[config.mk]
export PLATFORM = sky130hd
export DESIGN_NAME = ctkd_ram
export DESIGN_NICKNAME = d
export VERILOG_FILES = /design/src/sv/ctkd_ram.sv
export SDC_FILE = /design/constraint.sdc
export NUM_CORES = 2
export LEC_CHECK = 0
export BUFFER_PORTS_ARGS = -buffer_cell sky130_fd_sc_hd__buf_2
export CORE_UTILIZATION = 45
export DETAILED_ROUTE_END_ITERATION = 7
export PLACE_DENSITY = 0.59
export SLEW_MARGIN = 20
export SYNTH_ARGS = -nofsm -noshare
export SYNTH_HDL_FRONTEND = slang
export SYNTH_SLANG_ARGS = --single-unit
[constraint.sdc]
create_clock -name clk -period 3.8 [get_ports clk]
set_input_delay 0.76 -clock clk [delete_from_list [all_inputs] [get_ports clk]]
set_output_delay 0.76 -clock clk [all_outputs]
set_load 0.02 [all_outputs]
[src/sv/ctkd_ram.sv]
// Generic single-write, single-read RAM with registered read data.
module ctkd_ram #(
  parameter int WIDTH = 12,
  parameter int DEPTH = 160,
  localparam int ADDR_W = (DEPTH > 1) ? $clog2(DEPTH) : 1
) (
  input  logic              clk,
  input  logic              we,
  input  logic [ADDR_W-1:0] waddr,
  input  logic [WIDTH-1:0]  wdata,
  input  logic              re,
  input  logic [ADDR_W-1:0] raddr,
  output logic [WIDTH-1:0]  rdata
);

  logic [WIDTH-1:0] mem [DEPTH];

  always_ff @(posedge clk) begin
    if (we) begin
      mem[waddr] <= wdata;
    end
    if (re) begin
      rdata <= mem[raddr];
    end
  end

endmodule

Word level (Yosys, flattened, before mapping)
Memory sizes are Yosys's and may differ from the RTL's. A register that Yosys moved wholly into a read port is not among the register bits.
Index checks and enable logic that the tools add are counted.
- multiplexer cells: 2
- operator list (kind ; number):
    $mux W1 ; 2
- flip-flop bits (word level): 0
- bits in writable memories: 1920
- input port bits: 31
- output and inout bits: 12
- logic and storage cells: 3
- memories kept: 1
- memories (name ; depth ; bits a word ; read ports ; clocked after memory_dff ; wr ports ; RTL line ; source):
    mem ; 160 ; 12 ; 1 ; 1 ; 1 ; 16 ; logic [WIDTH-1:0] mem [DEPTH];

Depth between registers and ports, before layout
- word-level depth: 2
- gate-level depth with buffers: 11
- depth with buffers taken out: 6

Worst setup path before layout
OpenSTA, ideal clock, no wires.
- kind: input port to flip-flop
- start: input port raddr[0]
- end: register rdata[2] (read register of mem) (data pin)
- setup time: 0.274 ns
- arrival time: 2.482 ns
- data required time: 3.526 ns
- setup slack: 1.044 ns
- cell stages on the path: 7
- path buffers: 3
- path through: buf_4 -> buf_12 -> buf_2 -> mux4_2 -> mux4_2 -> mux2i_1 -> a211oi_1
- RTL lines (element ; RTL line ; source):
    start, declared ; 12 ; input logic [ADDR_W-1:0] raddr,
    end, declared ; 13 ; output logic [WIDTH-1:0] rdata

==> impl_metrics.json <==
{
  "die_h_um": 411,
  "p_sw_share_pct": 21.6,
  "drive_gt1_share_pct": 22.7,
  "finalCritPeriodShare_pct": 79.9,
  "synth-warning-count": 0,
  "p_per_area_nw_per_um2": 516,
  "root_buffer": "clkbuf_16",
  "pin_count": 43,
  "clk_path_buf_depth": 3,
  "hp-class": "in2reg",
  "synth_edf_count": 1932,
  "antenna_found_initial": 15,
  "p_switching_uw": 9620,
  "grt_pass1_wl_um": 281000,
  "insertion_delay_ps": 840,
  "cts_hold_buffers": 0,
  "cts_max_level": 4,
  "path_common_cell": "mux4_2",
  "start_util_pct": 45.5,
  "seq_power_share_pct": 52.8,
  "placed_area_um2": 80200,
  "clock-sinks": 1932,
  "intPower_uw": 35000,
  "track_usage_pct": 23.3,
  "finalMaxSlewViolations": 0,
  "power_uw": 44600,
  "synthArstFlopShare_pct": 0,
  "hpwl_um": 124000,
  "grt_pass1_vias": 37900,
  "final_common_cell": "edfxtp_1",
  "finalCriticalPeriod_ps": 3030,
  "place.gp.congestion": 0.915,
  "post_cts_buffers": 0,
  "core_area_um2": 166000,
  "synth_cells": 3703,
  "setup_tns_ps": 0,
  "cts.repair.resized": 0,
  "crit_path_end_kind": "flip-flop",
  "antenna_left": 0,
  "cts_made_buffers": 194,
  "via_per_inst": 5.95,
  "maxCapViolations": 0,
  "overflow": 0,
  "synthFlopType": "edfxtp_1",
  "path_cells": "buf_8 -> buf_12 -> buf_4 -> mux4_2 -> mux4_2 -> a21oi_1 -> a221oi_2",
  "drtIter0Drc": 4121,
  "finalHoldViolCount": 0,
  "rsz0062_at_grt": "false",
  "grt_start_max_net_pins": 119,
  "synth_nets": 3734,
  "dr.pass1.iters": 6,
  "synth.avg_cell_area_um2": 20.4,
  "worstMarginPinSlew_ps": 1090,
  "port_buffers": 42,
  "fmax_mhz": 330,
  "die_w_um": 411,
  "ys_seq_area_share_pct": 76.9,
  "cts_tree": "yes",
  "synth_cell_type_count": 39,
  "combPwrFrac_pct": 5.2,
  "finalWirelength_um": 195000,
  "nFillCells": 13000,
  "ys_seq_elements": 1932,
  "finClkSkew_ps": 42.0,
  "multi_input_area_um2": 15900,
  "power.ir.vdd_worst_mv": 0.496,
  "std_cell_rows": 149,
  "crit_path_max_incr_delay_ps": 710,
  "seq_area_um2": 58000,
  "synthToLayoutAreaGrowth_pct": 14.6,
  "fin_util_pct": 52.1,
  "clkPwrFrac_pct": 42.0,
  "setup_violations": 0,
  "critPathArrivalTime_ps": 3580,
  "crit_type": "in2reg",
  "vias": 38200,
  "outcome": "complete, no violations",
  "final_net_count": 4107,
  "worstPathMaxFanout": 33,
  "synthesis.area_um2": 75400,
  "leakage_uw": 0.0282,
  "wire_per_inst_um": 30.4,
  "drcViolationCount": 0,
  "cts.reportedPaths.clkPinSlew_ps": 60,
  "timing.slew.headroom_pct": 27.1,
  "design.die.area_um2": 169000,
  "cp_slowest_cell": "a21oi_1",
  "finish.instance_area_um2": 86400,
  "worstPathRequired_ps": 4350,
  "start_kind": "input pin",
  "most-common-layout-cells": "edfxtp_1, mux2i_1, buf_4"
}
==> area by class of cell <==
cell class / count / share of cell area, %
multi-input cells: 1554 / 18.4
diodes: 4 / 0.0116
clock inverters: 91 / 1.25
well taps: 2189 / 3.17
flip-flops and latches: 1932 / 67.1
clock buffers: 257 / 5.94
repair buffers: 390 / 4.07
inverters: 4 / 0.0188
==> kinds of logic (layout without fill, tap and decap cells) <==
kind of cell           after synthesis  in the layout  share of synthesized area (%)
buffers and inverters              217            742                           2.00
other                                0              4                              0
flip-flops                        1932           1932                           76.9
multiplexers                       731            731                           14.7
AO/OA/AOI/OAI                      427            427                           4.06
AND/OR/NAND/NOR                    396            396                           2.32
==> through the flow <==
stage          hold slack (ps)  setup slack (ps)  cells
2_1_floorplan              859              1040   3703
3_3_place_gp              1180             -45.0   6069
3_5_place_dp              1200             -56.1   6069
4_1_cts                    317               858   6417
5_1_grt                    342               678   6417
6_report                   363               765   6421
==> power groups by stage <==
| stage | clock network [uW] | registers (uW) | logic (uW) |
|---|---|---|---|
| finish | 18700 | 23600 | 2310 |
| global route | 19800 | 23500 | 2430 |
| CTS | 19000 | 23500 | 2330 |
| detailed placement | 0 | 24000 | 2320 |
| global placement | 0 | 24000 | 2300 |
| floorplan | 0 | 24000 | 1210 |
==> sequential cells by signal (all words and copies together) (netlist names) <==
signal,flops
mem,1920
rdata,12
==> worst paths after layout <==
check	slack, ps	startpoint	depth (start not counted)	to
worst max-delay path	770	raddr[0]	7	rdata[0]
worst min-delay path	360	wdata[8]	1	mem[1][8]
worst max register to register	1280	mem[63][4]	7	rdata[4]
worst min register to register	1230	mem[65][5]	6	rdata[5]
==> per-layer routing <==
metal  share of wire (%)  global-route usage [%]  wire length (um)
met1                  43                    33.8             83400
met3                 8.2                    4.92             15900
met5               0.061                       0               120
met4                 2.4                    6.07              4780
met2                  47                    35.8             91000
==> synthesized netlist by cell type (all sizes together) (12+ instances only) <==
master	number	area share [%]
o22a	21	0.24
nand3	34	0.23
a211oi	12	0.12
a221oi	19	0.28
mux2i	432	5.7
a22oi	147	1.5
nand4	18	0.15
a31oi	17	0.14
o221ai	49	0.57
a21oi	110	0.73
o22ai	22	0.18
buf	128	1.6
clkbuf	85	0.42
nor2	176	0.88
edfxtp	1932	77
mux4	299	8.9
nor4	12	0.10
nand2	88	0.44
nor2b	21	0.17
nor3	20	0.13
==> worst max-delay path, delay by kind of cell <==
| family | cells | cell delay [ps] |
|---|---|---|
| AO/OA/AOI/OAI | 2 | 840 |
| multiplexers | 2 | 1080 |
| buffers and inverters | 3 | 810 |
(Power assumes the default switching activity.)
