<file path="config.mk">
export PLATFORM = sky130hd
export DESIGN_NAME = ctkd_cfg
export DESIGN_NICKNAME = d
export VERILOG_FILES = /design/src/sv/ctkd_pkg.sv /design/src/sv/ctkd_cfg.sv
export SDC_FILE = /design/constraint.sdc
export NUM_CORES = 1
export LEC_CHECK = 0
export BUFFER_PORTS_ARGS = -buffer_cell sky130_fd_sc_hd__buf_2
export CORE_ASPECT_RATIO = 0.75
export CORE_MARGIN = 2
export CORE_UTILIZATION = 41
export CTS_CLUSTER_SIZE = 10
export DETAILED_ROUTE_END_ITERATION = 7
export GPL_ROUTABILITY_DRIVEN = 0
export GPL_TIMING_DRIVEN = 0
export PLACE_DENSITY = 0.8
export SETUP_SLACK_MARGIN = 0.3
export SLEW_MARGIN = 40
export SYNTH_ARGS = -nofsm -noshare
export SYNTH_HDL_FRONTEND = slang
export SYNTH_SLANG_ARGS = --single-unit
</file>
<file path="constraint.sdc">
create_clock -name clk -period 1 [get_ports clk]
set_input_delay 0.1 -clock clk [delete_from_list [all_inputs] [get_ports clk]]
set_output_delay 0.1 -clock clk [all_outputs]
set_load 0.05 [all_outputs]
</file>
<file path="src/sv/ctkd_pkg.sv">
// Shared types, field widths and register codes of the capacitive key touch detector.
package ctkd_pkg;

  // Fixed field widths
  localparam int KEY_W   = 4;
  localparam int CT_W    = 12;
  localparam int OM_W    = 12;
  localparam int TM_W    = 16;
  localparam int BASE_W  = 16;
  localparam int DATA_W  = 32;
  localparam int PADDR_W = 3;

  // Defaults for the top-level parameters
  localparam int DEF_KEY_COUNT  = 16;
  localparam int DEF_WINDOW_LEN = 10;
  localparam int DEF_TIME_BITS  = 12;

  // Register reset values
  localparam logic [OM_W-1:0] OUTLIER_MARGIN_RST = OM_W'(10);
  localparam logic [TM_W-1:0] TOUCH_MARGIN_RST   = TM_W'(90);

  // Baseline saturation value
  localparam logic [BASE_W-1:0] BASE_MAX = '1;

  // Register index, taken from paddr[2]
  localparam logic REG_OUTLIER_MARGIN = 1'b0;
  localparam logic REG_TOUCH_MARGIN   = 1'b1;

  typedef struct packed {
    logic [KEY_W-1:0] key;
    logic [CT_W-1:0]  charge_time;
    logic [KEY_W-1:0] selected_key;
  } in_word_t;

  typedef struct packed {
    logic selected_touched;
    logic key_touched;
    logic calibrating;
    logic key_disabled;
  } out_word_t;

  typedef struct packed {
    logic [OM_W-1:0] outlier_margin;
    logic [TM_W-1:0] touch_margin;
  } cfg_t;

endpackage

</file>
<file path="src/sv/ctkd_cfg.sv">
// APB-style configuration registers: outlier margin and touch margin.
module ctkd_cfg import ctkd_pkg::*; (
  input  logic               clk,
  input  logic               rst,
  input  logic               psel,
  input  logic               penable,
  input  logic               pwrite,
  input  logic [PADDR_W-1:0] paddr,
  input  logic [DATA_W-1:0]  pwdata,
  output logic [DATA_W-1:0]  prdata,
  output logic               pready,
  output cfg_t               cfg
);

  logic wr;

  assign pready = 1'b1;
  assign wr     = psel & penable & pwrite & pready;

  always_ff @(posedge clk) begin
    if (rst) begin
      cfg.outlier_margin <= OUTLIER_MARGIN_RST;
      cfg.touch_margin   <= TOUCH_MARGIN_RST;
    end else if (wr) begin
      unique case (paddr[2])
        REG_OUTLIER_MARGIN: cfg.outlier_margin <= pwdata[OM_W-1:0];
        REG_TOUCH_MARGIN:   cfg.touch_margin   <= pwdata[TM_W-1:0];
        default: ;
      endcase
    end
  end

  always_comb begin
    unique case (paddr[2])
      REG_OUTLIER_MARGIN: prdata = DATA_W'(cfg.outlier_margin);
      REG_TOUCH_MARGIN:   prdata = DATA_W'(cfg.touch_margin);
      default:            prdata = '0;
    endcase
  end

endmodule

</file>
; ---- After elaboration in Yosys (flattened, before gate mapping)
; Index checks and enable logic that the tools add are counted.
[word_totals]
ff_bits = 28
in_bits = 40
out_inout_bits = 61
[classes]
mux = 1
n_bitwise = 3
reduce_logical = 2
[op_table]
columns = operator, n
row1 = $pmux W32 S2, 1
row2 = $reduce_and A2 Y1, 2
row3 = $and A1 B1 Y1, 2
row4 = $not A1 Y1, 1

; ---- Logic depth before layout (Yosys ltp)
[depth]
ltp_word = 3
ltp_mapped = 4
ltp_nobuf = 2

; ---- Least setup slack after synthesis
; OpenSTA, ideal clock, no wires.
[synth_timing]
path_type = register -> output
from = register cfg[12] in the netlist's numbering
to = output port prdata[12]
t_arrival_ns = 1.128
required_time_ns = 0.900
slack_ns = -0.228
path_stages_with_launch = 2
cell_sequence = dfxtp_1 -> and2_1
[synth_between]
elab_chain_cells = 1
[synth_lines]
columns = element, line
row1 = from (decl), ctkd_cfg.sv:12  ; output cfg_t cfg
row2 = $pmux W32 S2, ctkd_cfg.sv:34  ; unique case (paddr[2])
row3 = to (decl), ctkd_cfg.sv:10  ; output logic [DATA_W-1:0] prdata,
; Every way passes these cells. The select of a mux whose other input is x is not followed.

; ---- Worst setup path in the final report
[layout_timing]
from = register cfg[4] in the netlist's numbering
to = output port prdata[4]
; The elaborated chain is that of the path after synthesis.

==> results list <==
- After synthesis, the netlist uses 15 different library cells.
- Buffers from clock root to sink, at most: 2
- Wire length of the first global-routing pass: 7250 µm
- DRC viols: 0
- Of the total synthesized cell area, the portion taken by XOR and XNOR cells is 0%.
- Number of rows in the core area: 19
- Post-synthesis compound-gate area fraction: 0%
* Post-CTS Hold Buffers: 0
- Reported leakage power: between 0.0015 and 0.002 µW
- Via density per instance: 4.67
* Area share of the largest cell type after synthesis: 37.1%
* Hold Crit Class: in2reg
- The largest registers in the layout are cfg: 28 flops.
- Share of layout cells above drive strength 1: 67.4%
- The number of clock buffers added by TritonCTS is 3.
- Measured along the y axis, the die boundary spans 56.6 µm.
- Detailed-route via count: 1532
- The clock arrives with 0 ps of skew.
* CP Max Fanout: 3
* Total setup violations reported at the end of the flow: 25
- The worst setup path is launched from a flop.
* Wire length per cell: ~17 µm
- Of the synthesized area, sequential elements account for 37.1%.
- The floorplan step defined a core boundary enclosing 3590 µm².
- Top-count cell post-synth: sky130_fd_sc_hd__nand2b_1
- Total Neg Setup Slack: -2460 ps
- Reg clk slew, reported paths: 100 ps
- The commonest cells after synthesis are 36 x sky130_fd_sc_hd__nand2b_1, 28 x sky130_fd_sc_hd__dfxtp_1, 28 x sky130_fd_sc_hd__mux2i_1.
* CTS Root Cell: sky130_fd_sc_hd__clkbuf_8
- Derived from the worst setup path, the maximum achievable clock frequency is roughly 850 MHz.
- Clock latency on the worst-skew pair, taken at its later pin, is around 280 ps.
- Sorting the synthesized cells by area gives the leading types as sky130_fd_sc_hd__dfxtp_1 37%, sky130_fd_sc_hd__mux2i_1 19%, sky130_fd_sc_hd__nand2b_1 15%.
- The number of antenna violations at the first check in global routing came to 0.
* Clk sink count: 28
- Period utilisation layout: 118%
* Global routing usage summed across all routing layers: 22.8%
- WS Path Type: reg2out
- Maximum level of the CTS H-tree: 1
* CTS tree: yes
- Ordered list of cells on the worst path: mux2_4, buf_8
- Die width: 74.1 µm
* Max reg flops: 28
* Count of flip-flops with a built-in enable after synthesis: 0
* Starting utilization of the core area: 42.1%
- Syn Inst Count: approximately 150
* # nets final: around 320
* First-pass detailed-route iteration total: 4
* Overall die area: 4190 µm²
- WL final: 5680 µm
- Stage delay of the slowest cell on the critical path: 380 ps
- GR Overflow Total: 0
- Final hold slack: 60.8 ps
- For the worst setup path, the data arrival time is 1080 ps.
- The HPWL after detailed placement is 2640 µm.
- IO Count: slightly above 100
* Max-slew violation count: 0
- Summing the areas of all and, or, nand and nor instances in the mapped netlist gives 21.7% of the synthesized area.
- The most used flip-flop cell after synthesis is sky130_fd_sc_hd__dfxtp_1.
- The final reports fail on negative setup slack.
* # fillers: 152
- After synthesis the netlist holds a flip-flop and latch count of 28.
- The portion of synthesized area spent on multiplexers is 27.5%.
- The via count of the first global-routing pass was 1490.
- Maximum number of pins on one net before global-route repair: 17
* Main combinational cell family by area after synthesis: multiplexers
- CP delay by family, top: flip-flops
* Largest area contributor in the synthesized netlist: sky130_fd_sc_hd__dfxtp_1
- The worst setup path is captured at an output port.
- Count of nets left with antenna violations after detail routing: 0
- Crit path time final: 1180 ps
* CP Data Required Time: 900 ps
* Outcome: finished with violations
* Post-synth ARST share: 0%
* Final hold vios: 0
- Number of antenna cells inserted: 0
* Post-synth design cell area: 1510 µm²
- A synthesized cell averages 10.0 µm².
* Cell with the largest stage delay on the worst path: sky130_fd_sc_hd__dfxtp_4
* Worst VDD drop: ~0.79 mV
* Initial detailed-routing violation count: a little over 60
- From synthesis to final layout, the design area changed by 110%.
- RSZ-0062 raised after global routing: true
* Port Buffer Count: 64
- Together, buffers and inverters on the worst path number 1.
- Total number of yosys warnings: 0
* Maxcap violations: 0
* Adder-cell area share of the yosys netlist: 0%
- Register with the most flip-flops: cfg
- Pwr per Cell Area: 913 nW/µm²
- Across all setup checks in the final design, the least slack found is -180 ps.
==> worst reg2reg max path, delay by kind of cell (launching register included) <==
| kind | cells | cell delay [ps] |
|---|---|---|
| multiplexers | 1 | 70 |
| AND/OR/NAND/NOR | 1 | 80 |
| buffers and inverters | 3 | 320 |
| flip-flops | 1 | 360 |
==> area by class of cell <==
class                      instances  area (µm²)  share of cell area (%)
tap                               52        65.1                    2.05
clock inverter                     1        30.0                   0.948
buffer                            27         230                    7.27
timing repair buffer             106        1240                    39.1
multi-input combinational        111         896                    28.3
clock buffer                       3        41.3                    1.30
sequential                        28         666                    21.0
==> path summary, 6_finish.rpt <==
kind | slack, ps | start | end | depth (start not counted)
min reg2reg | 520 | cfg[9] | cfg[9] | 2
max reg2reg | 60 | cfg[27] | cfg[27] | 5
max | -180 | cfg[4] | prdata[4] | 2
min | 60 | pwdata[13] | cfg[13] | 3
==> repair_timing <==
action	4_1_cts	5_1_grt
gates resized for setup	140	32
pin swaps	2	1
endpoints found under the setup margin	60	67
buffers inserted	22	19
cloned	1	0
==> power breakdown <==
part	internal [µW]	total (µW)	switching (µW)
Sequential	1080	1100	22.0
Clock	537	905	368
Combinational	393	883	489
Total	2010	2890	880
==> cell families (layout without fill, tap and decap cells) <==
| group | after synthesis | after routing |
|---|---|---|
| buffers and inverters | 27 | 137 |
| flip-flops | 28 | 28 |
| multiplexers | 40 | 40 |
| other | 2 | 17 |
| AND/OR/NAND/NOR | 54 | 54 |
==> layout by cell type (no fill, tap or decap), drive strengths merged <==
master	n
buf	130
nand2b	36
mux2i	28
dfxtp	28
conb	17
mux2	12
nor2	10
clkbuf	6
and2	4
and4b	1
and4	1
nand4	1
nand4b	1
bufinv	1
==> per-layer routing <==
metal / track usage [%] / share of wire, % / vias up
met1: 28.2 / 41 / 749
met4: 4.16 / 1.7 / 0
met2: 41.5 / 54 / 54
li1: - / - / 719
met5: 0 / 0 / -
met3: 3.41 / 3.4 / 10
==> per-stage QoR <==
step	utilization [%]	setup WS (ps)	total power, µW	instance area, µm²	std cells
final	88.3	-180	2890	3170	328
after global routing	88.3	-196	2980	3170	328
after CTS	80.6	-160	2800	2890	309
after detailed placement	59.8	-140	1760	2150	282
after global placement	59.8	-141	1760	2150	282
after floorplan	-	150	1640	1760	166
Power figures use the tool's default switching activity.
