### src/sv/ctkd_pkg.sv
// Shared types, field widths and register codes of the capacitive key touch detector.
package ctkd_pkg;

  // Fixed field widths
  localparam int KEY_W   = 4;
  localparam int CT_W    = 12;
  localparam int OM_W    = 12;
  localparam int TM_W    = 16;
  localparam int BASE_W  = 16;
  localparam int DATA_W  = 32;
  localparam int PADDR_W = 3;

  // Defaults for the top-level parameters
  localparam int DEF_KEY_COUNT  = 16;
  localparam int DEF_WINDOW_LEN = 10;
  localparam int DEF_TIME_BITS  = 12;

  // Register reset values
  localparam logic [OM_W-1:0] OUTLIER_MARGIN_RST = OM_W'(10);
  localparam logic [TM_W-1:0] TOUCH_MARGIN_RST   = TM_W'(90);

  // Baseline saturation value
  localparam logic [BASE_W-1:0] BASE_MAX = '1;

  // Register index, taken from paddr[2]
  localparam logic REG_OUTLIER_MARGIN = 1'b0;
  localparam logic REG_TOUCH_MARGIN   = 1'b1;

  typedef struct packed {
    logic [KEY_W-1:0] key;
    logic [CT_W-1:0]  charge_time;
    logic [KEY_W-1:0] selected_key;
  } in_word_t;

  typedef struct packed {
    logic selected_touched;
    logic key_touched;
    logic calibrating;
    logic key_disabled;
  } out_word_t;

  typedef struct packed {
    logic [OM_W-1:0] outlier_margin;
    logic [TM_W-1:0] touch_margin;
  } cfg_t;

endpackage

### src/sv/ctkd_engine.sv
// Per-key state and the single-pass calibration / run update for one word.
module ctkd_engine import ctkd_pkg::*; #(
  parameter int KEY_COUNT  = DEF_KEY_COUNT,
  parameter int WINDOW_LEN = DEF_WINDOW_LEN,
  parameter int TIME_BITS  = DEF_TIME_BITS,
  localparam int PTR_W  = $clog2(WINDOW_LEN),
  localparam int ADDR_W = $clog2(KEY_COUNT * WINDOW_LEN)
) (
  input  logic              clk,
  input  logic              rst,
  input  cfg_t              cfg,
  input  logic              upd,
  input  in_word_t          item,
  input  logic [PTR_W-1:0]  item_ptr,
  input  logic [TIME_BITS-1:0] old_sample,
  input  logic [KEY_W-1:0]  peek_key,
  output logic              peek_ok,
  output logic [PTR_W-1:0]  peek_ptr,
  output logic [ADDR_W-1:0] peek_addr,
  output logic              ram_we,
  output logic [ADDR_W-1:0] ram_waddr,
  output logic [TIME_BITS-1:0] ram_wdata,
  output out_word_t         res
);

  localparam int KEY_IDX_W  = (KEY_COUNT > 1) ? $clog2(KEY_COUNT) : 1;
  localparam int DONE_W     = $clog2(KEY_COUNT + 1);
  localparam int SUM_W      = TIME_BITS + $clog2(WINDOW_LEN);
  localparam int CMP_W      = (SUM_W > BASE_W + 1) ? SUM_W : BASE_W + 1;
  localparam int OUT_W      = ((TIME_BITS > BASE_W) ? TIME_BITS : BASE_W) + 1;
  localparam int REC_SHIFT  = BASE_W + $clog2(WINDOW_LEN);
  localparam int REC_MULT   = ((1 << REC_SHIFT) + WINDOW_LEN - 1) / WINDOW_LEN;
  localparam int REC_W      = BASE_W + 1;
  localparam int PROD_W     = BASE_W + REC_W;
  localparam int SEL_DEPTH  = 1 << KEY_W;

  // Per-key state
  logic [SUM_W-1:0]     wsum      [KEY_COUNT];
  logic [SUM_W-1:0]     wsum_next [KEY_COUNT];
  logic [BASE_W-1:0]    base      [KEY_COUNT];
  logic [BASE_W-1:0]    base_next [KEY_COUNT];
  logic [TIME_BITS-1:0] mean      [KEY_COUNT];
  logic [TIME_BITS-1:0] mean_next [KEY_COUNT];
  logic [TIME_BITS-1:0] cmin      [KEY_COUNT];
  logic [TIME_BITS-1:0] cmin_next [KEY_COUNT];
  logic [TIME_BITS-1:0] cmax      [KEY_COUNT];
  logic [TIME_BITS-1:0] cmax_next [KEY_COUNT];
  logic [PTR_W-1:0]     sptr      [KEY_COUNT];
  logic [PTR_W-1:0]     sptr_next [KEY_COUNT];
  logic [KEY_COUNT-1:0] touched, touched_next;
  logic [KEY_COUNT-1:0] disabled, disabled_next;

  // Calibration round state
  logic              in_cal, in_cal_next;
  logic [DONE_W-1:0] keys_done, keys_done_next;
  logic              had, had_next;

  // Selected key modulo key count, constant lookup
  logic [KEY_IDX_W-1:0] sel_tab [SEL_DEPTH];
  for (genvar g = 0; g < SEL_DEPTH; g++) begin : g_sel
    assign sel_tab[g] = KEY_IDX_W'(g % KEY_COUNT);
  end

  logic                 k_ok, do_cal, do_run, last, outlier, had_v, touch_run;
  logic [KEY_IDX_W-1:0] ki, pki, seli;
  logic [TIME_BITS-1:0] t, min_cal, max_cal, tc;
  logic [PTR_W-1:0]     ptr_new;
  logic [SUM_W-1:0]     sum_cal, sum_run;
  logic [BASE_W-1:0]    base_cal, mean_cal;
  logic [PROD_W-1:0]    prod;

  assign k_ok = 32'(item.key) < KEY_COUNT;
  assign ki   = KEY_IDX_W'(item.key);
  assign t    = TIME_BITS'(item.charge_time);
  assign last = item_ptr == PTR_W'(WINDOW_LEN - 1);
  assign ptr_new = last ? '0 : PTR_W'(item_ptr + 1'b1);

  assign do_cal = upd & k_ok & in_cal & (32'(item.key) == 32'(keys_done));
  assign do_run = upd & k_ok & ~in_cal & ~disabled[ki];

  // Calibration: running sum, min and max
  assign sum_cal = (item_ptr == '0) ? SUM_W'(t) : SUM_W'(wsum[ki] + SUM_W'(t));
  assign min_cal = ((item_ptr == '0) || (t < cmin[ki])) ? t : cmin[ki];
  assign max_cal = ((item_ptr == '0) || (t > cmax[ki])) ? t : cmax[ki];
  assign base_cal = (CMP_W'(sum_cal) > CMP_W'(BASE_MAX)) ? BASE_MAX : BASE_W'(sum_cal);

  // Exact divide by window length through reciprocal multiply
  assign prod     = PROD_W'(base_cal) * PROD_W'(REC_MULT);
  assign mean_cal = BASE_W'(prod >> REC_SHIFT);

  assign outlier =
    (OUT_W'(max_cal) >= OUT_W'(mean_cal) + OUT_W'(cfg.outlier_margin)) ||
    (OUT_W'(min_cal) + OUT_W'(cfg.outlier_margin) <= OUT_W'(mean_cal));
  assign had_v = had | outlier;

  // Run: clamp to mean, slide the window
  assign tc        = (t < mean[ki]) ? mean[ki] : t;
  assign sum_run   = SUM_W'(wsum[ki] - SUM_W'(old_sample) + SUM_W'(tc));
  assign touch_run = CMP_W'(sum_run) >= CMP_W'(base[ki]) + CMP_W'(cfg.touch_margin);

  always_comb begin
    wsum_next      = wsum;
    base_next      = base;
    mean_next      = mean;
    cmin_next      = cmin;
    cmax_next      = cmax;
    sptr_next      = sptr;
    touched_next   = touched;
    disabled_next  = disabled;
    in_cal_next    = in_cal;
    keys_done_next = keys_done;
    had_next       = had;
    if (do_cal) begin
      wsum_next[ki] = sum_cal;
      cmin_next[ki] = min_cal;
      cmax_next[ki] = max_cal;
      sptr_next[ki] = ptr_new;
      if (last) begin
        base_next[ki] = base_cal;
        mean_next[ki] = TIME_BITS'(mean_cal);
        if (32'(keys_done) + 1 >= KEY_COUNT) begin
          keys_done_next = '0;
          had_next       = 1'b0;
          if (!had_v) begin
            in_cal_next = 1'b0;
            for (int j = 0; j < KEY_COUNT; j++) begin
              disabled_next[j] = base_next[j] == '0;
            end
          end
        end else begin
          keys_done_next = DONE_W'(keys_done + 1'b1);
          had_next       = had_v;
        end
      end
    end
    if (do_run) begin
      wsum_next[ki]    = sum_run;
      sptr_next[ki]    = ptr_new;
      touched_next[ki] = touch_run;
    end
  end

  always_ff @(posedge clk) begin
    if (rst) begin
      for (int j = 0; j < KEY_COUNT; j++) begin
        wsum[j] <= '0;
        base[j] <= '0;
        mean[j] <= '0;
        cmin[j] <= '1;
        cmax[j] <= '0;
        sptr[j] <= '0;
      end
      touched   <= '0;
      disabled  <= '0;
      in_cal    <= 1'b1;
      keys_done <= '0;
      had       <= 1'b0;
    end else begin
      wsum      <= wsum_next;
      base      <= base_next;
      mean      <= mean_next;
      cmin      <= cmin_next;
      cmax      <= cmax_next;
      sptr      <= sptr_next;
      touched   <= touched_next;
      disabled  <= disabled_next;
      in_cal    <= in_cal_next;
      keys_done <= keys_done_next;
      had       <= had_next;
    end
  end

  // Window RAM write
  assign ram_we    = do_cal | do_run;
  assign ram_waddr = ADDR_W'(ADDR_W'(ki) * ADDR_W'(WINDOW_LEN) + ADDR_W'(item_ptr));
  assign ram_wdata = do_cal ? t : tc;

  // Slot lookup for the incoming word, forwarding this word's pointer update
  assign peek_ok  = 32'(peek_key) < KEY_COUNT;
  assign pki      = KEY_IDX_W'(peek_key);
  assign peek_ptr = (ram_we && (peek_key == item.key)) ? ptr_new : sptr[pki];
  assign peek_addr = ADDR_W'(ADDR_W'(pki) * ADDR_W'(WINDOW_LEN) + ADDR_W'(peek_ptr));

  // Result from post-update state
  assign seli = sel_tab[item.selected_key];
  assign res.selected_touched = touched_next[seli];
  assign res.key_touched      = k_ok & touched_next[ki];
  assign res.calibrating      = in_cal_next;
  assign res.key_disabled     = k_ok & disabled_next[ki];

  a_done_range: assert property (@(posedge clk) disable iff (rst)
    32'(keys_done) < KEY_COUNT)
    else $error("calibration key counter out of range");

  a_run_clean: assert property (@(posedge clk) disable iff (rst)
    !in_cal |-> (keys_done == '0) && !had)
    else $error("round state not cleared after calibration");

  a_ptr_range: assert property (@(posedge clk) disable iff (rst)
    peek_ok |-> 32'(peek_ptr) < WINDOW_LEN)
    else $error("slot pointer beyond window");

endmodule

### config.mk
export PLATFORM = sky130hd
export DESIGN_NAME = ctkd_engine
export DESIGN_NICKNAME = d
export VERILOG_FILES = /design/src/sv/ctkd_pkg.sv /design/src/sv/ctkd_engine.sv
export SDC_FILE = /design/constraint.sdc
export NUM_CORES = 2
export LEC_CHECK = 0
export BUFFER_PORTS_ARGS = -buffer_cell sky130_fd_sc_hd__buf_2
export CELL_PAD_IN_SITES_DETAIL_PLACEMENT = 1
export CELL_PAD_IN_SITES_GLOBAL_PLACEMENT = 2
export CORE_MARGIN = 5
export CORE_UTILIZATION = 41
export CTS_CLUSTER_DIAMETER = 120
export DETAILED_ROUTE_END_ITERATION = 8
export HOLD_SLACK_MARGIN = 0.12
export PLACE_DENSITY_LB_ADDON = 0.1
export SYNTH_ARGS = -nofsm -noshare
export SYNTH_HDL_FRONTEND = slang
export SYNTH_SLANG_ARGS = --single-unit
### constraint.sdc
create_clock -name clk -period 18.6 [get_ports clk]
set_input_delay 0 -clock clk [delete_from_list [all_inputs] [get_ports clk]]
set_output_delay 0 -clock clk [all_outputs]
set_load 0.03 [all_outputs]
; Yosys cells after proc, flatten, opt, wreduce, memory -nomap -nowiden
; Memories as Yosys holds them, arrays and structs flattened.
; Index checks and enable logic that the tools add are counted.
[word_totals]
reg_bits = 1191
n_memories = 1
in_bits = 71
rom_bits = 64
[op_classes]
n_lt_le_gt_ge = 14
n_eq_ne = 3
addsub = 11
mux = 67
n_reduce_logical = 24
bitwise = 11
n_mul = 3
[memory_table]
columns = memory, depth, word_bits, read_ports, rd_ports_with_merged_regs, wr, line_no
row1 = (no name shown), 16, 4, 1, 0, 0, ctkd_engine.sv:185  ; assign seli = sel_tab[item.selected_key];
[ops]
columns = op, n
row1 = 256-bit bitwise mux, 3
row2 = 192-bit bitwise mux, 3
row3 = 256-bit 2-to-1 mux, 2
row4 = 16-bit logical NOT, 16
row5 = 16-bit 2-to-1 mux, 11
row6 = 12-bit binary-select mux with 4-bit select, 3
row7 = 12-bit 2-to-1 mux, 11
row8 = 16-bit binary-select mux with 4-bit select, 2
row9 = 64-bit bitwise mux, 2
row10 = 64-bit 2-to-1 mux, 2
row11 = 16-bit demux with 4-bit select, 1
row12 = 12-bit demux with 4-bit select, 1
row13 = 16-bit by 12-bit adder with 16-bit output, 2
row14 = "16-bit by 16-bit multiplier with 32-bit output, second input constant", 1
row15 = 4-bit 2-to-1 mux, 7
row16 = 12-bit < comparator, 2
row17 = 16-bit by 16-bit adder with 17-bit output, 1
row18 = 16-bit by 17-bit >= comparator with 1-bit output, 1
row19 = 8-bit by 4-bit adder with 8-bit output, 2
row20 = 1-bit binary-select mux with 4-bit select, 4
row21 = 4-bit binary-select mux with 4-bit select, 1
row22 = 16-bit bitwise mux, 1
row23 = 4-bit demux with 4-bit select, 1
row24 = 16-bit by 12-bit subtractor with 16-bit output, 1
row25 = other kinds (28), 52

; Logic depth before layout (Yosys ltp)
[depth]
ltp_word = 17
mapped_depth = 65

; Least setup slack after synthesis
; No wires, ideal clock.
[synth_timing]
kind = input port to output port
startpoint = in item[17] (netlist bit)
endpoint = out res[0] (netlist bit)
required_ps = 18600
slack_ps = 4984
stages = 62
n_path_buf = 13
arrival_ps = 13616
path_cell_list = buf_2 buf_4 buf_4 buf_2 buf_2 buf_4 clkbuf_1 clkbuf_1 clkbuf_1 mux4_2 mux4_2 ha_1 inv_1 fa_1 nor2b_1 o31a_1 o2111ai_1 nand2_1 (+26 left out) o21ai_0 a21oi_1 o21ai_0 nor2b_1 o21ai_0 xnor2_1 ha_1 a21o_1 a211o_1 a211oi_1 o21ai_0 nand4_1 a21oi_1 nand4b_1 o2111a_2 buf_6 o21ai_1 a221oi_2
[synth_rtl]
columns = element, line_no
row1 = start: declaration, ctkd_engine.sv:13  ; input in_word_t item,
row2 = end: declaration, ctkd_engine.sv:23  ; output out_word_t res

==> results_dict.tcl <==
set metrics [dict create \
    outcome "finished, final reports clean" \
    rsz0062_at_grt "no" \
    comb_power_share 0.320 \
    io_buffers 107 \
    maxSlewViolCount 0 \
    hold_viol 0 \
    critPathMaxFanout 67 \
    syn_nets 7404 \
    clockRootBuffer "clkbuf_16" \
    grt_max_degree 209 \
    grt_pass1_wl_mm 379 \
    clk_latency_ns 0.79 \
    syn_area_um2 63700 \
    path_class "input port to output port" \
    powerDensity_nw_per_um2 110 \
    cpLargestDelayFamily "compound AO/OA/AOI/OAI gates" \
    synth_seq_area_share 0.374 \
    routed.top_layer "met4" \
    crit_top_cell "ha_1" \
    holdWs_ns 0.222 \
    vias_per_cell 6.11 \
    cp_slowest_cell "buf_4" \
    power.leakage_uw 0.0255 \
    dpl.hpwl_mm 169 \
    met1_length_mm 114 \
    max-slew-margin-rel 0.0320 \
    power.share.sequential 0.328 \
    antenna_found_initial 4 \
    htreeDepth 4 \
    yosys-top-cells-count "dfxtp_1 (1191), nor2_1 (1146), a21oi_1 (674)" \
    tightest_slew_ns 1.45 \
    cap_violations 0 \
    p_int_uw 5000 \
    start_util 0.413 \
    fin_setup_tns_ns 0 \
    synth_top_cell_by_area "dfxtp_1" \
    cts.clk_slew.worst_paths_ns 0.06 \
    met2WireLength_mm 119 \
    pwr-share-clk 0.352 \
    cts_tree "yes" \
    rows 144 \
    fin_nets 7285 \
    drt-wirelength-per-cell_um 28.9 \
    cts_setup_buffers 0 \
    cp-start-kind "input port" \
    synth_edf_count 0 \
    track_usage 0.310 \
    overflow 0 \
    route.vias.total 54822 \
    irDropWorstVdd_uv 129 \
    power_switching_uw 2780 \
    grt_pass1_vias 55535 \
    hold_path_class "input port to flip-flop" \
    period_minus_slack_ns 15.15 \
    synthTopCellsByArea "dfxtp_1 (37%), mux4_2 (13%), nor2_1 (6.8%), a211oi_1 (6.7%), ha_1 (5.9%)" \
    setup_viol 0 \
    slowest_delay_ns 0.79 \
    yosys_most_used_dff "dfxtp_1" \
    cts_inserted_buffers 140 \
    fmaxAchievable_mhz 66.0 \
    ios 109 \
    drt_iter0_drc 4975 \
    switching_share 0.357 \
    worstPathArrival_ns 15.15 \
    drc 0 \
    synth_top_area_share 0.374 \
    fin_crit_sh 0.815 \
    synth_cells 6942 \
    dieArea_um2 163000 \
    cp.required_ns 18.60 \
    n_fill_cell 17436 \
    synth-seq-cells 1191 \
    ant_nets 0 \
    ys_warn_count 0 \
    async_flop_share 0 \
    die_x_um 404 \
    ys_types 87 \
    coreArea_um2 154000 \
    wl_met3_mm 16.2 \
    synth.most_common_cell "dfxtp_1" \
    crit_path_end_kind "output port" \
    avgSynthCellArea_um2 9.18 \
    path_buf_inv 9 \
    layout-area-overhead-vs-synth_pct 11.5 \
    cts.sinks 1191 \
    drtPass1Iterations 5 \
    clockBufferDepth 3 \
    globalplace.congestion 0.910 \
    ctsHoldBuffers 20 \
    drive_gt1_frac 0.165 \
    clock_skew_ns 0.0304 \
    drt_wl_total_mm 259 \
    cts_resized 0 \
    fp.dieH_um 404 \
]
[path summary, 6_finish.rpt]
path,startpoint,to,slack (ns),depth (start not counted)
min,item[4],cmin[156],0.22,4
min reg2reg,mean[16],mean[16],0.45,2
max,item[16],res[0],3.45,50
max reg2reg,wsum[130],had,4.50,46
[worst register-to-register path: cells and delay by family (launching register included)]
| kind | cells | cell delay [ns] |
|---|---|---|
| fa+ha+maj | 10 | 3.88 |
| compound gates | 17 | 3.80 |
| buf+inv | 7 | 2.17 |
| simple gates | 8 | 1.90 |
| mux | 2 | 1.03 |
| xor+xnor | 2 | 0.86 |
| flops | 1 | 0.32 |
[registers in the layout (all words and copies together), names as in the netlist]
signal	flops
base	256
mean	192
disabled	16
cmin	192
keys_done	5
sptr	64
had	1
in_cal	1
cmax	192
wsum	256
touched	16
[power by group through the flow]
stage                     clock network [µW]  logic (µW)  registers (µW)
after floorplan                            0        1600            2610
after global placement                     0        2440            2610
after detailed placement                   0        2470            2610
after global routing                    2880        2750            2550
after CTS                               2780        2500            2560
final                                   2740        2490            2560
[cells by family after synthesis]
kind of cell | after synthesis | share of synthesized area
fa+ha+maj | 391 | 0.0877
other cells | 1 | 0.0000589
compound gates | 1696 | 0.177
simple gates | 2251 | 0.152
buf+inv | 869 | 0.0552
xor+xnor | 96 | 0.0132
flops | 1191 | 0.374
mux | 447 | 0.140
[layout by cell type (no fill, tap or decap), drive strengths merged, types with 7 or more instances in the layout]
master	Yosys	final
a21o	44	44
clkbuf	427	203
nor2b	34	34
nand3	21	21
inv	298	306
buf	142	288
mux2	25	25
mux2i	67	67
or2	198	198
or3	7	7
a2111oi	49	49
nor2	1156	1156
nor4	67	67
a211oi	577	577
ha	298	298
xnor2	52	52
or4	9	9
nand2	632	632
and3	11	11
dfxtp	1191	1191
dlygate4sd3	0	20
a22oi	8	8
o211ai	26	26
clkinv	2	31
nand2b	19	19
a21oi	685	685
nor3	26	26
mux4	355	355
nand3b	18	18
fa	93	93
o221a	68	68
o21bai	20	20
o21a	18	18
o21ai	91	91
o22ai	54	54
xor2	44	44
nand4	37	37
[per-stage QoR]
step,instance area [µm²],worst slack (ns),utilization,std cells,total power [µW]
floorplan,63700,4.98,-,6942,4210
global placement,66400,3.72,0.430,8705,5050
detailed placement,66400,3.51,0.430,8705,5080
CTS,71000,3.47,0.460,8972,7840
global route,71000,2.71,0.460,8972,8190
finish,71000,3.45,0.460,8973,7780
[layer usage]
layer	vias to the layer above	track usage
met5	-	0
met2	1852	0.504
met1	28000	0.426
met3	493	0.0465
met4	0	0.100
li1	24477	-
[area by class of cell]
class                      count  area, µm²  area share
multi-input combinational   4882      36900       0.519
tap                         2044       2560      0.0360
timing repair buffer         308       2160      0.0304
inverter                     300       1130      0.0159
clock inverter                44        485     0.00684
sequential                  1191      23800       0.336
clock buffer                 203       3960      0.0558
antenna                        1       2.50   0.0000352
No activity file was read; power rests on OpenSTA's default activity.
